## config.mk

```make
export PLATFORM = sky130hd
export DESIGN_NAME = pythagorean_triples_by_perimeter_top
export DESIGN_NICKNAME = d
export VERILOG_FILES = /design/src/sv/ptp_pkg.sv /design/src/sv/pythagorean_triples_by_perimeter_top.sv /design/src/sv/ptp_front.sv /design/src/sv/ptp_back.sv
export VERILOG_INCLUDE_DIRS = /design/src /design/src/sv
export SDC_FILE = /design/constraint.sdc
export NUM_CORES = 2
export LEC_CHECK = 0
export BUFFER_PORTS_ARGS = -buffer_cell sky130_fd_sc_hd__buf_2
export CAP_MARGIN = 15
export CORE_UTILIZATION = 40
export DETAILED_ROUTE_END_ITERATION = 10
export GPL_TIMING_DRIVEN = 1
export HOLD_SLACK_MARGIN = 0.1
export PLACE_DENSITY_LB_ADDON = 0.15
export RECOVER_POWER = 100
export SKIP_CTS_REPAIR_TIMING = 1
export SYNTH_ARGS = -nofsm -noshare
export SYNTH_HDL_FRONTEND = slang
export SYNTH_SLANG_ARGS = --single-unit
```

## constraint.sdc

```tcl
create_clock -name clk -period 8.8 [get_ports clk]
set_input_delay 1.76 -clock clk [delete_from_list [all_inputs] [get_ports clk]]
set_output_delay 1.76 -clock clk [all_outputs]
set_load 0.05 [all_outputs]
```

## src/sv/assert_macros.svh

```systemverilog
// assertion helpers for the rtl folder
`ifndef ASSERT_MACROS_SVH
`define ASSERT_MACROS_SVH

// same-cycle implication
`define ASSERT_IMPL(label, clk, rst, ante, cons) \
  label: assert property (@(posedge clk) disable iff (rst) (ante) |-> (cons)) \
    else $error("assertion failed");

// next-cycle implication
`define ASSERT_NEXT(label, clk, rst, ante, cons) \
  label: assert property (@(posedge clk) disable iff (rst) (ante) |=> (cons)) \
    else $error("assertion failed");

`endif

```

## src/sv/ptp_pkg.sv

```systemverilog
package ptp_pkg;

  localparam int PerimeterBits = 16;
  localparam int InBits        = 16;
  localparam int SideBits      = 15;
  localparam int MaxResults    = 64;
  localparam int CntBits       = 7;

  typedef enum logic [3:0] {
    S_IDLE,
    S_MSQ,
    S_MTEST,
    S_NTEST,
    S_GCD,
    S_DCALC,
    S_DCHK,
    S_DIV,
    S_DIVEND,
    S_SQ,
    S_PROD,
    S_NEXTN,
    S_FINISH
  } back_state_t;

endpackage

```

## src/sv/pythagorean_triples_by_perimeter_top.sv

```systemverilog
// pythagorean triples of a given perimeter
// request channel: drive perimeter with start high; it is taken at a rising
// edge where start is high and busy is low. a two-entry queue holds requests
// while the generator walk runs, so busy rises only when both entries wait.
// result channel: each triple appears for one cycle with result_strobe high,
// shorter leg first, in ascending (m, n) order; last marks the final one.
// a perimeter with no triple gives one result with found low and last high.
// at most 64 triples per perimeter are given; the walk stops at the 64th.
// per m: a square and a bound check; per pair: a binary gcd, then for
// coprime pairs whose divisor fits a restoring divide, and a squaring and
// product step for a kept pair. a 16-bit perimeter near full scale walks
// about 16000 pairs.
// a result comes out when the next triple is found or the walk ends.
// the receiver cannot stall: results are never held back.
// reset clears the queue, the walk and the result strobe.
module pythagorean_triples_by_perimeter_top #(
  parameter int PERIMETER_BITS = ptp_pkg::PerimeterBits
) (
  input  logic                         clk,
  input  logic                         rst,
  input  logic                         start,
  input  logic [ptp_pkg::InBits-1:0]   perimeter,
  output logic                         busy,
  output logic                         result_strobe,
  output logic [ptp_pkg::SideBits-1:0] short_leg,
  output logic [ptp_pkg::SideBits-1:0] long_leg,
  output logic [ptp_pkg::SideBits-1:0] hypotenuse,
  output logic                         found,
  output logic                         last
);
  import ptp_pkg::*;

  logic [PERIMETER_BITS-1:0] p_in;
  logic                      q_valid;
  logic [PERIMETER_BITS-1:0] q_data;
  logic                      pop;

  assign p_in = PERIMETER_BITS'(perimeter);

  ptp_front #(
    .PERIMETER_BITS(PERIMETER_BITS)
  ) u_front (
    .clk      (clk),
    .rst      (rst),
    .start    (start),
    .perimeter(p_in),
    .busy     (busy),
    .q_valid  (q_valid),
    .q_data   (q_data),
    .pop      (pop)
  );

  ptp_back #(
    .PERIMETER_BITS(PERIMETER_BITS)
  ) u_back (
    .clk          (clk),
    .rst          (rst),
    .q_valid      (q_valid),
    .q_data       (q_data),
    .pop          (pop),
    .result_strobe(result_strobe),
    .short_leg    (short_leg),
    .long_leg     (long_leg),
    .hypotenuse   (hypotenuse),
    .found        (found),
    .last         (last)
  );

endmodule

```

## src/sv/ptp_front.sv

```systemverilog
module ptp_front #(
  parameter int PERIMETER_BITS = ptp_pkg::PerimeterBits
) (
  input  logic                      clk,
  input  logic                      rst,
  input  logic                      start,
  input  logic [PERIMETER_BITS-1:0] perimeter,
  output logic                      busy,
  output logic                      q_valid,
  output logic [PERIMETER_BITS-1:0] q_data,
  input  logic                      pop
);
  import ptp_pkg::*;

  logic [PERIMETER_BITS-1:0] slot0;
  logic [PERIMETER_BITS-1:0] slot1;
  logic [1:0]                count;
  logic                      push;

  assign busy    = (count == 2'd2);
  assign push    = start && !busy;
  assign q_valid = (count != 2'd0);
  assign q_data  = slot0;

  always_ff @(posedge clk) begin
    if (rst) begin
      count <= 2'd0;
    end else begin
      if (push && pop) begin
        slot0 <= perimeter;
      end else if (pop) begin
        slot0 <= slot1;
        count <= count - 2'd1;
      end else if (push) begin
        if (count == 2'd0) begin
          slot0 <= perimeter;
        end else begin
          slot1 <= perimeter;
        end
        count <= count + 2'd1;
      end
    end
  end

endmodule

```

## src/sv/ptp_back.sv

```systemverilog
`include "assert_macros.svh"

module ptp_back #(
  parameter int PERIMETER_BITS = ptp_pkg::PerimeterBits
) (
  input  logic                            clk,
  input  logic                            rst,
  input  logic                            q_valid,
  input  logic [PERIMETER_BITS-1:0]       q_data,
  output logic                            pop,
  output logic                            result_strobe,
  output logic [ptp_pkg::SideBits-1:0]    short_leg,
  output logic [ptp_pkg::SideBits-1:0]    long_leg,
  output logic [ptp_pkg::SideBits-1:0]    hypotenuse,
  output logic                            found,
  output logic                            last
);
  import ptp_pkg::*;

  localparam int PB = PERIMETER_BITS;
  localparam int MB = (PB + 1) / 2 + 1;
  localparam int SW = 2 * MB + 2;
  localparam int DW = 2 * MB + 2;
  localparam int IB = $clog2(PB + 1);

  back_state_t state;
  back_state_t state_next;

  logic [PB-1:0]       p;
  logic [MB-1:0]       m;
  logic [MB-1:0]       n;
  logic [2*MB-1:0]     mm;
  logic [2*MB-1:0]     nn;
  logic [2*MB-1:0]     mn;
  logic [MB-1:0]       ga;
  logic [MB-1:0]       gb;
  logic [DW-1:0]       d;
  logic [PB-1:0]       rem;
  logic [PB-1:0]       quo;
  logic [IB-1:0]       dstep;
  logic [CntBits-1:0]  cnt;

  logic                pend_valid;
  logic [SideBits-1:0] pend_s;
  logic [SideBits-1:0] pend_l;
  logic [SideBits-1:0] pend_h;

  logic                emit_pend;
  logic                emit_final;

  logic                gcd_done;
  logic                coprime;
  logic [PB:0]         dsh;
  logic                dge;
  logic [SW-1:0]       x1;
  logic [SW-1:0]       x2;
  logic [SW-1:0]       x3;
  logic [SideBits-1:0] k15;
  logic [SideBits-1:0] pa;
  logic [SideBits-1:0] pb;
  logic [SideBits-1:0] pc;
  logic [CntBits-1:0]  cnt_inc;

  assign gcd_done = (ga == '0) || (gb == '0);
  assign coprime  = ((ga | gb) == MB'(1));
  assign dsh      = {rem, quo[PB-1]};
  assign dge      = (dsh >= (PB+1)'(d));
  assign x1       = SW'(mm) - SW'(nn);
  assign x2       = SW'({mn, 1'b0});
  assign x3       = SW'(mm) + SW'(nn);
  assign k15      = SideBits'(quo);
  assign pa       = k15 * SideBits'(x1);
  assign pb       = k15 * SideBits'(x2);
  assign pc       = k15 * SideBits'(x3);
  assign cnt_inc  = cnt + CntBits'(1);

  always_comb begin
    state_next = state;
    unique case (state)
      S_IDLE:   if (q_valid) state_next = S_MSQ;
      S_MSQ:    state_next = S_MTEST;
      S_MTEST: begin
        if ((SW'(mm) < SW'(p)) && (cnt != CntBits'(MaxResults))) begin
          state_next = S_NTEST;
        end else begin
          state_next = S_FINISH;
        end
      end
      S_NTEST:  state_next = (n < m) ? S_GCD : S_MSQ;
      S_GCD: begin
        if (gcd_done) state_next = coprime ? S_DCALC : S_NEXTN;
      end
      S_DCALC:  state_next = S_DCHK;
      S_DCHK:   state_next = (d <= DW'(p)) ? S_DIV : S_NEXTN;
      S_DIV:    if (dstep == IB'(PB - 1)) state_next = S_DIVEND;
      S_DIVEND: state_next = (rem == '0) ? S_SQ : S_NEXTN;
      S_SQ:     state_next = S_PROD;
      S_PROD:   state_next = (cnt_inc == CntBits'(MaxResults)) ? S_FINISH : S_NEXTN;
      S_NEXTN:  state_next = S_NTEST;
      S_FINISH: state_next = S_IDLE;
      default:  state_next = S_IDLE;
    endcase
  end

  always_comb begin
    pop        = 1'b0;
    emit_pend  = 1'b0;
    emit_final = 1'b0;
    unique case (state)
      S_IDLE:   pop = q_valid;
      S_PROD:   emit_pend = pend_valid;
      S_FINISH: emit_final = 1'b1;
      default: begin
      end
    endcase
  end

  always_ff @(posedge clk) begin
    if (rst) begin
      state         <= S_IDLE;
      pend_valid    <= 1'b0;
      result_strobe <= 1'b0;
      cnt           <= '0;
    end else begin
      state         <= state_next;
      result_strobe <= emit_pend || emit_final;
      if (emit_pend) begin
        short_leg  <= pend_s;
        long_leg   <= pend_l;
        hypotenuse <= pend_h;
        found      <= 1'b1;
        last       <= 1'b0;
      end else if (emit_final) begin
        short_leg  <= pend_valid ? pend_s : '0;
        long_leg   <= pend_valid ? pend_l : '0;
        hypotenuse <= pend_valid ? pend_h : '0;
        found      <= pend_valid;
        last       <= 1'b1;
      end
      case (state)
        S_IDLE: begin
          p   <= q_data;
          m   <= MB'(2);
          cnt <= '0;
        end
        S_MSQ:   mm <= (2*MB)'(m) * (2*MB)'(m);
        S_MTEST: n  <= MB'(m[0]) + MB'(1);
        S_NTEST: begin
          if (n < m) begin
            ga <= m;
            gb <= n;
          end else begin
            m <= m + MB'(1);
          end
        end
        S_GCD: begin
          if (!gcd_done) begin
            if (!ga[0]) begin
              ga <= ga >> 1;
            end else if (!gb[0]) begin
              gb <= gb >> 1;
            end else if (ga >= gb) begin
              ga <= ga - gb;
            end else begin
              gb <= gb - ga;
            end
          end
        end
        S_DCALC: d <= DW'({(2*MB+1)'(m) * (2*MB+1)'(MB'(m + n)), 1'b0});
        S_DCHK: begin
          rem   <= '0;
          quo   <= p;
          dstep <= '0;
        end
        S_DIV: begin
          rem   <= dge ? PB'(dsh - (PB+1)'(d)) : PB'(dsh);
          quo   <= {quo[PB-2:0], dge};
          dstep <= dstep + IB'(1);
        end
        S_SQ: begin
          nn <= (2*MB)'(n) * (2*MB)'(n);
          mn <= (2*MB)'(m) * (2*MB)'(n);
        end
        S_PROD: begin
          pend_valid <= 1'b1;
          cnt        <= cnt_inc;
          pend_h     <= pc;
          if (x1 < x2) begin
            pend_s <= pa;
            pend_l <= pb;
          end else begin
            pend_s <= pb;
            pend_l <= pa;
          end
        end
        S_NEXTN:  n <= n + MB'(2);
        S_FINISH: pend_valid <= 1'b0;
        default: begin
        end
      endcase
    end
  end

  `ASSERT_IMPL(a_empty_is_last, clk, rst, result_strobe && !found, last)
  `ASSERT_IMPL(a_idle_no_pending, clk, rst, state == S_IDLE, !pend_valid)
  `ASSERT_NEXT(a_pop_starts_walk, clk, rst, pop, state == S_MSQ)
  `ASSERT_IMPL(a_cnt_bound, clk, rst, 1'b1, cnt <= CntBits'(MaxResults))

endmodule

```

# Word level (Yosys, flattened, before mapping)
# Index checks and enable logic that the tools add are counted.
# W data, S select, Z words.
[word_totals]
regBits = 300
input_bits = 19
output_inout_bits = 49
elab_cells = 181
[classes]
n_addsub = 13
mul = 7
magnitude_cmp = 6
n_eq_ne = 27
muxes = 53
n_bitwise = 5
n_reduce_logical = 39
[ops]
columns = ["cell", "n"]
rows = [
  ["$mux W15", 11],
  ["$mux W9", 11],
  ["$mux W16", 5],
  ["$mul A9 B9 Y18", 4],
  ["$pmux W9 S2", 4],
  ["$pmux W16 S2", 2],
  ["$pmux W4 S12", 1],
  ["$mul A15 B15 Y15", 2],
  ["$mux W4", 6],
  ["$eq A4 B4 Y1 const B", 5],
  ["$lt A20 B19 Y1", 1],
  ["$le A19 B16 Y1", 1],
  ["$sub A18 B18 Y19", 1],
  ["$logic_not A9 Y1", 2],
  ["$lt A18 B16 Y1", 1],
  ["$reduce_and A2 Y1", 9],
  ["$reduce_bool A2 Y1", 9],
  ["$sub A9 B9 Y9", 2],
  ["$ge A17 B17 Y1", 1],
  ["$eq A4 B3 Y1 const B", 4],
  ["$logic_not A16 Y1", 1],
  ["$sub A16 B16 Y16", 1],
  ["$add A15 B15 Y15", 1],
  ["$mul A15 B14 Y14", 1],
  ["other kinds (38)", 64],
]

# Depth between registers and ports, before layout
[depth]
depth_word = 6
depth_mapped = 33

# Modules after synthesis
# A second synthesis with hierarchy kept.
[hier_totals]
hier_cells = 3543
hier_area_um2 = 34309.2
[by_module_without_submodules]
columns = ["module", "n_inst", "cells_each", "area_per_inst_um2"]
rows = [
  ["ptp_back", 1, 3472, 32932.8],
  ["ptp_front", 1, 71, 1376.3],
]

# Worst setup path after synthesis
# OpenSTA, ideal clock, no wires.
[synth_path]
kind = "register to register"
start = "reg u_back.nn[0]"
end = "reg u_back.pend_s[14] (data pin)"
setup_time_ns = 0.263
t_arrival_ns = 6.948
setup_slack_ns = 1.590
stages_incl_launch_ff = 30
n_path_buf = 0
synth_period_minus_slack_ns = 7.210
cell_sequence = "edfxtp_1 -> ha_1 -> fa_1 -> nor2b_1 -> o21a_1 -> o21a_1 -> o21ai_1 -> a221oi_1 -> nor3_1 -> nor2_1 -> nand2_1 -> fa_1 -> fa_1 -> inv_1 -> fa_1 -> fa_1 -> inv_1 -> fa_1 -> fa_1 -> xor2_1 -> xnor2_1 -> xnor2_1 -> xnor2_1 -> xnor2_1 -> xnor2_1 -> xnor2_1 -> xnor2_1 -> xnor3_1 -> xnor3_1 -> mux2i_1"
[synth_between]
elab_chain_len = 3
[synth_rtl]
columns = ["item", "line_no", "source"]
rows = [
  ["start, declared", "ptp_back.sv:33", "logic [2*MB-1:0] nn;"],
  ["start signal, assigned", "ptp_back.sv:181", "nn <= (2*MB)'(n) * (2*MB)'(n);"],
  ["$sub A18 B18 Y19 *", "ptp_back.sv:68", "assign x1 = SW'(mm) - SW'(nn);"],
  ["$mul A15 B15 Y15 / $lt A20 B19 Y1 (equally long branches)", "ptp_back.sv:72, ptp_back.sv:188", ""],
  ["$mux W15 *", "ptp_back.sv:188", "if (x1 < x2) begin"],
  ["end signal, assigned", "ptp_back.sv:189", "pend_s <= pa;"],
  ["end signal, assigned", "ptp_back.sv:192", "pend_s <= pb;"],
  ["end, declared", "ptp_back.sv:44", "logic [SideBits-1:0] pend_s;"],
]
# Mark *: on every way between the ends. The rest lies on a longest branch, timed or not.
# A chain may end at the register's enable or synchronous reset.

# Worst setup path after layout
[layout_path]
start = "reg u_back.mm[0]"
end = "reg u_back.pend_s[14] (data pin)"
[layout_between]
elab_chain_len = 3
[layout_rtl]
columns = ["item", "line_no", "source"]
rows = [
  ["start, declared", "ptp_back.sv:32", "logic [2*MB-1:0] mm;"],
  ["start signal, assigned", "ptp_back.sv:146", "S_MSQ: mm <= (2*MB)'(m) * (2*MB)'(m);"],
  ["$sub A18 B18 Y19 *", "ptp_back.sv:68", ""],
  ["$mul A15 B15 Y15 / $lt A20 B19 Y1 (equally long branches)", "ptp_back.sv:72, ptp_back.sv:188", ""],
  ["$mux W15 *", "ptp_back.sv:188", ""],
]
# Marked as above.

==> results_dict.tcl <==
set metrics [dict create \
    status "finished, violations left" \
    violations "max-capacitance violations, max-slew violations" \
    die_y_um 294.6 \
    pin_count 68 \
    dieArea_um2 86770 \
    clk_pin_slew_ps 60 \
    die_x_um 294.6 \
    route.detailed.drc 0 \
    portBuffers 67 \
    cp_max_fo 17 \
    ys_top_cells_by_area "edfxtp_1, fa_1, ha_1" \
    fin_crit_ps 8146 \
    fp.coreArea_um2 84220 \
    final.setup.tns_ps 0 \
    first_global_vias 23650 \
    slew_headroom -1.197 \
    ys.flop_type "edfxtp_1" \
    synth-seq-cells 298 \
    grt_first_pass_wirelength_um 133200 \
    postRouteAntennaNets 0 \
    cts_made_buffers 40 \
    fin_skew_ps 35.47 \
    yosys.cell_types.count 75 \
    track_usage 0.1987 \
    clock.fmax_mhz 122.8 \
    slew_violations 313 \
    path_buf_inv 3 \
    row_count 106 \
    critPathTopFamily "adder cells" \
    hold_path.class "reg -> reg" \
    slowest_stage "fa_1" \
    setup_viol 0 \
    stdcell_count 4747 \
    area_delta_synth_final_pct 8.076 \
    grt_overflow_total 0 \
    clkSinkCount 298 \
    yosysSeqAreaShare 0.2570 \
    hpwl_um 64760 \
    synthArstFlopShare 0 \
    syn_inst 3553 \
    worst-setup-path-type "reg -> reg" \
    ys_warn_count 0 \
    cts_tree "done" \
    avgRoutedWirePerCell_um 17.62 \
    timing.hold.ws_ps 397.2 \
    rsz0062_at_grt "false" \
    start_util 0.4065 \
    hold_viol_final 0 \
    setup.worst_path.start_class "flop" \
    cp.required_ps 9040 \
    viasPerCell 4.943 \
    dp_cells 4673 \
    vias 23470 \
    h-tree-depth 2 \
    cts_root_buf "clkbuf_16" \
    cp-end-kind "flop" \
    synth-edff-count 283 \
    drive_above_1_share 0.04511 \
    syn_area_per_cell_um2 9.636 \
    nNetsFinal 4377 \
    cap_viol_max_count 9 \
    cts_buffer_depth 3 \
    drt-initial-drc-count 1085 \
    wl_um 83630 \
    yosysTopAreaCellShare 0.2482 \
    synth_top_area_cell "edfxtp_1" \
    grt_start_max_net_pins 56 \
    gp_congestion 0.8467 \
    antenna_found_initial 1 \
    worst-slew-pin-transition_ps 3283 \
    slowest_delay_ps 550 \
    worstPathArrival_ps 8390 \
    drt_pass1_iterations 5 \
    diodes 0 \
    synth_area_um2 34240 \
    post-route-period-util 0.9257 \
    insertion_delay_ps 610 \
    synth_nets 4347 \
]
metal layers:
metal	global-route usage	vias to the layer above	part of all wire
li1	-	11390	-
met1	0.2660	11560	0.45
met2	0.3332	399	0.47
met3	0.02805	112	0.044
met4	0.05678	0	0.028
met5	0	-	0
cell usage after synthesis, types with 4 or more instances:
library cell,count
a22oi_1,9
buf_1,4
a211oi_1,9
and3_1,6
nor2b_1,64
clkbuf_1,119
xor2_1,39
a311oi_1,4
dfxtp_1,15
nand3_1,24
o21a_1,24
nor4_1,16
a21boi_0,15
xnor2_1,171
nor3_1,17
and2_1,211
a21oi_1,128
o211ai_1,6
a21o_1,35
o21ai_1,4
nand2b_1,42
inv_1,657
mux2i_1,7
nand4_1,12
edfxtp_1,283
o21ai_0,118
mux2_2,42
o31ai_1,5
a31oi_1,5
o21bai_1,24
ha_1,409
nor2_1,223
or3_1,4
and2b_1,9
xnor3_1,6
a2111oi_0,4
buf_2,7
nand3b_1,4
nand2_1,346
fa_1,366
registers in the layout (all words and copies together), names as in the netlist, 2 cells and up:
register           cells
u_back.pend_s         15
u_back.dstep           5
u_back.p              16
u_back.long_leg       15
u_back.mm             17
u_back.pend_l         15
u_back.quo            16
u_back.gb              9
u_back.short_leg      15
u_back.nn             17
u_front.slot1         16
u_back.mn             18
u_back.state           4
u_back.pend_h         15
u_front.q_data        16
u_back.rem            16
u_back.m               9
u_back.cnt             7
u_back.hypotenuse     15
u_back.n               9
u_back.ga              9
u_front.count          2
u_back.d              18
final cells by class:
class / count / area (um2)
clock buffers: 51 / 1052
clock inverters: 21 / 227.7
fillers: 8290 / 47220
inverters: 661 / 2481
multi-input cells: 2461 / 22420
flip-flops and latches: 298 / 8798
well taps: 1134 / 1419
repair buffers: 121 / 609.3
worst paths after layout:
kind                                start                           to  slack [ps]  cells after the start
max reg2reg        u_back.mm[0]$_DFFE_PP_  u_back.pend_s[14]$_DFFE_PP_         650                     30
min reg2reg  u_front.q_data[13]$_DFFE_PP_       u_back.p[13]$_DFFE_PP_         400                      0
min          u_front.q_data[13]$_DFFE_PP_       u_back.p[13]$_DFFE_PP_         400                      0
max                u_back.mm[0]$_DFFE_PP_  u_back.pend_s[14]$_DFFE_PP_         650                     30
per-stage QoR:
stage / area [um2] / util / setup slack (ps)
after detailed placement: 35930 / 0.4266 / 801.6
after CTS: 37210 / 0.4418 / 763.8
after floorplan: 34240 / - / 1590
after global routing: 37000 / 0.4394 / 164.9
after global placement: 35930 / 0.4266 / 893.3
final: 37000 / 0.4394 / 653.6
cell families (layout without fill, tap and decap cells):
logic type,after synthesis,in the layout,share of synthesized area
compound gates,422,422,0.07638
xor+xnor,220,220,0.05957
buf+inv,794,854,0.08763
simple gates,995,995,0.1401
flops,298,298,0.2570
mux,49,49,0.01586
fa+ha+maj,775,775,0.3635
layout by cell type (no fill, tap or decap), types with 16 or more instances in the layout:
cell type    n
inv_1      657
ha_1       409
fa_1       366
nand2_1    346
edfxtp_1   283
nor2_1     223
and2_1     182
xnor2_1    171
a21oi_1    129
o21ai_0    121
clkbuf_1    85
nor2b_1     64
nand2b_1    43
mux2_2      41
clkbuf_16   40
xor2_1      39
buf_4       39
a21o_1      35
and2_0      29
o21bai_1    24
nand3_1     24
o21a_1      24
a21boi_0    17
nor3_1      17
nor4_1      16
Power is not shown: default switching activity piles up to over one toggle a cycle in this logic, so the estimate is an artifact.
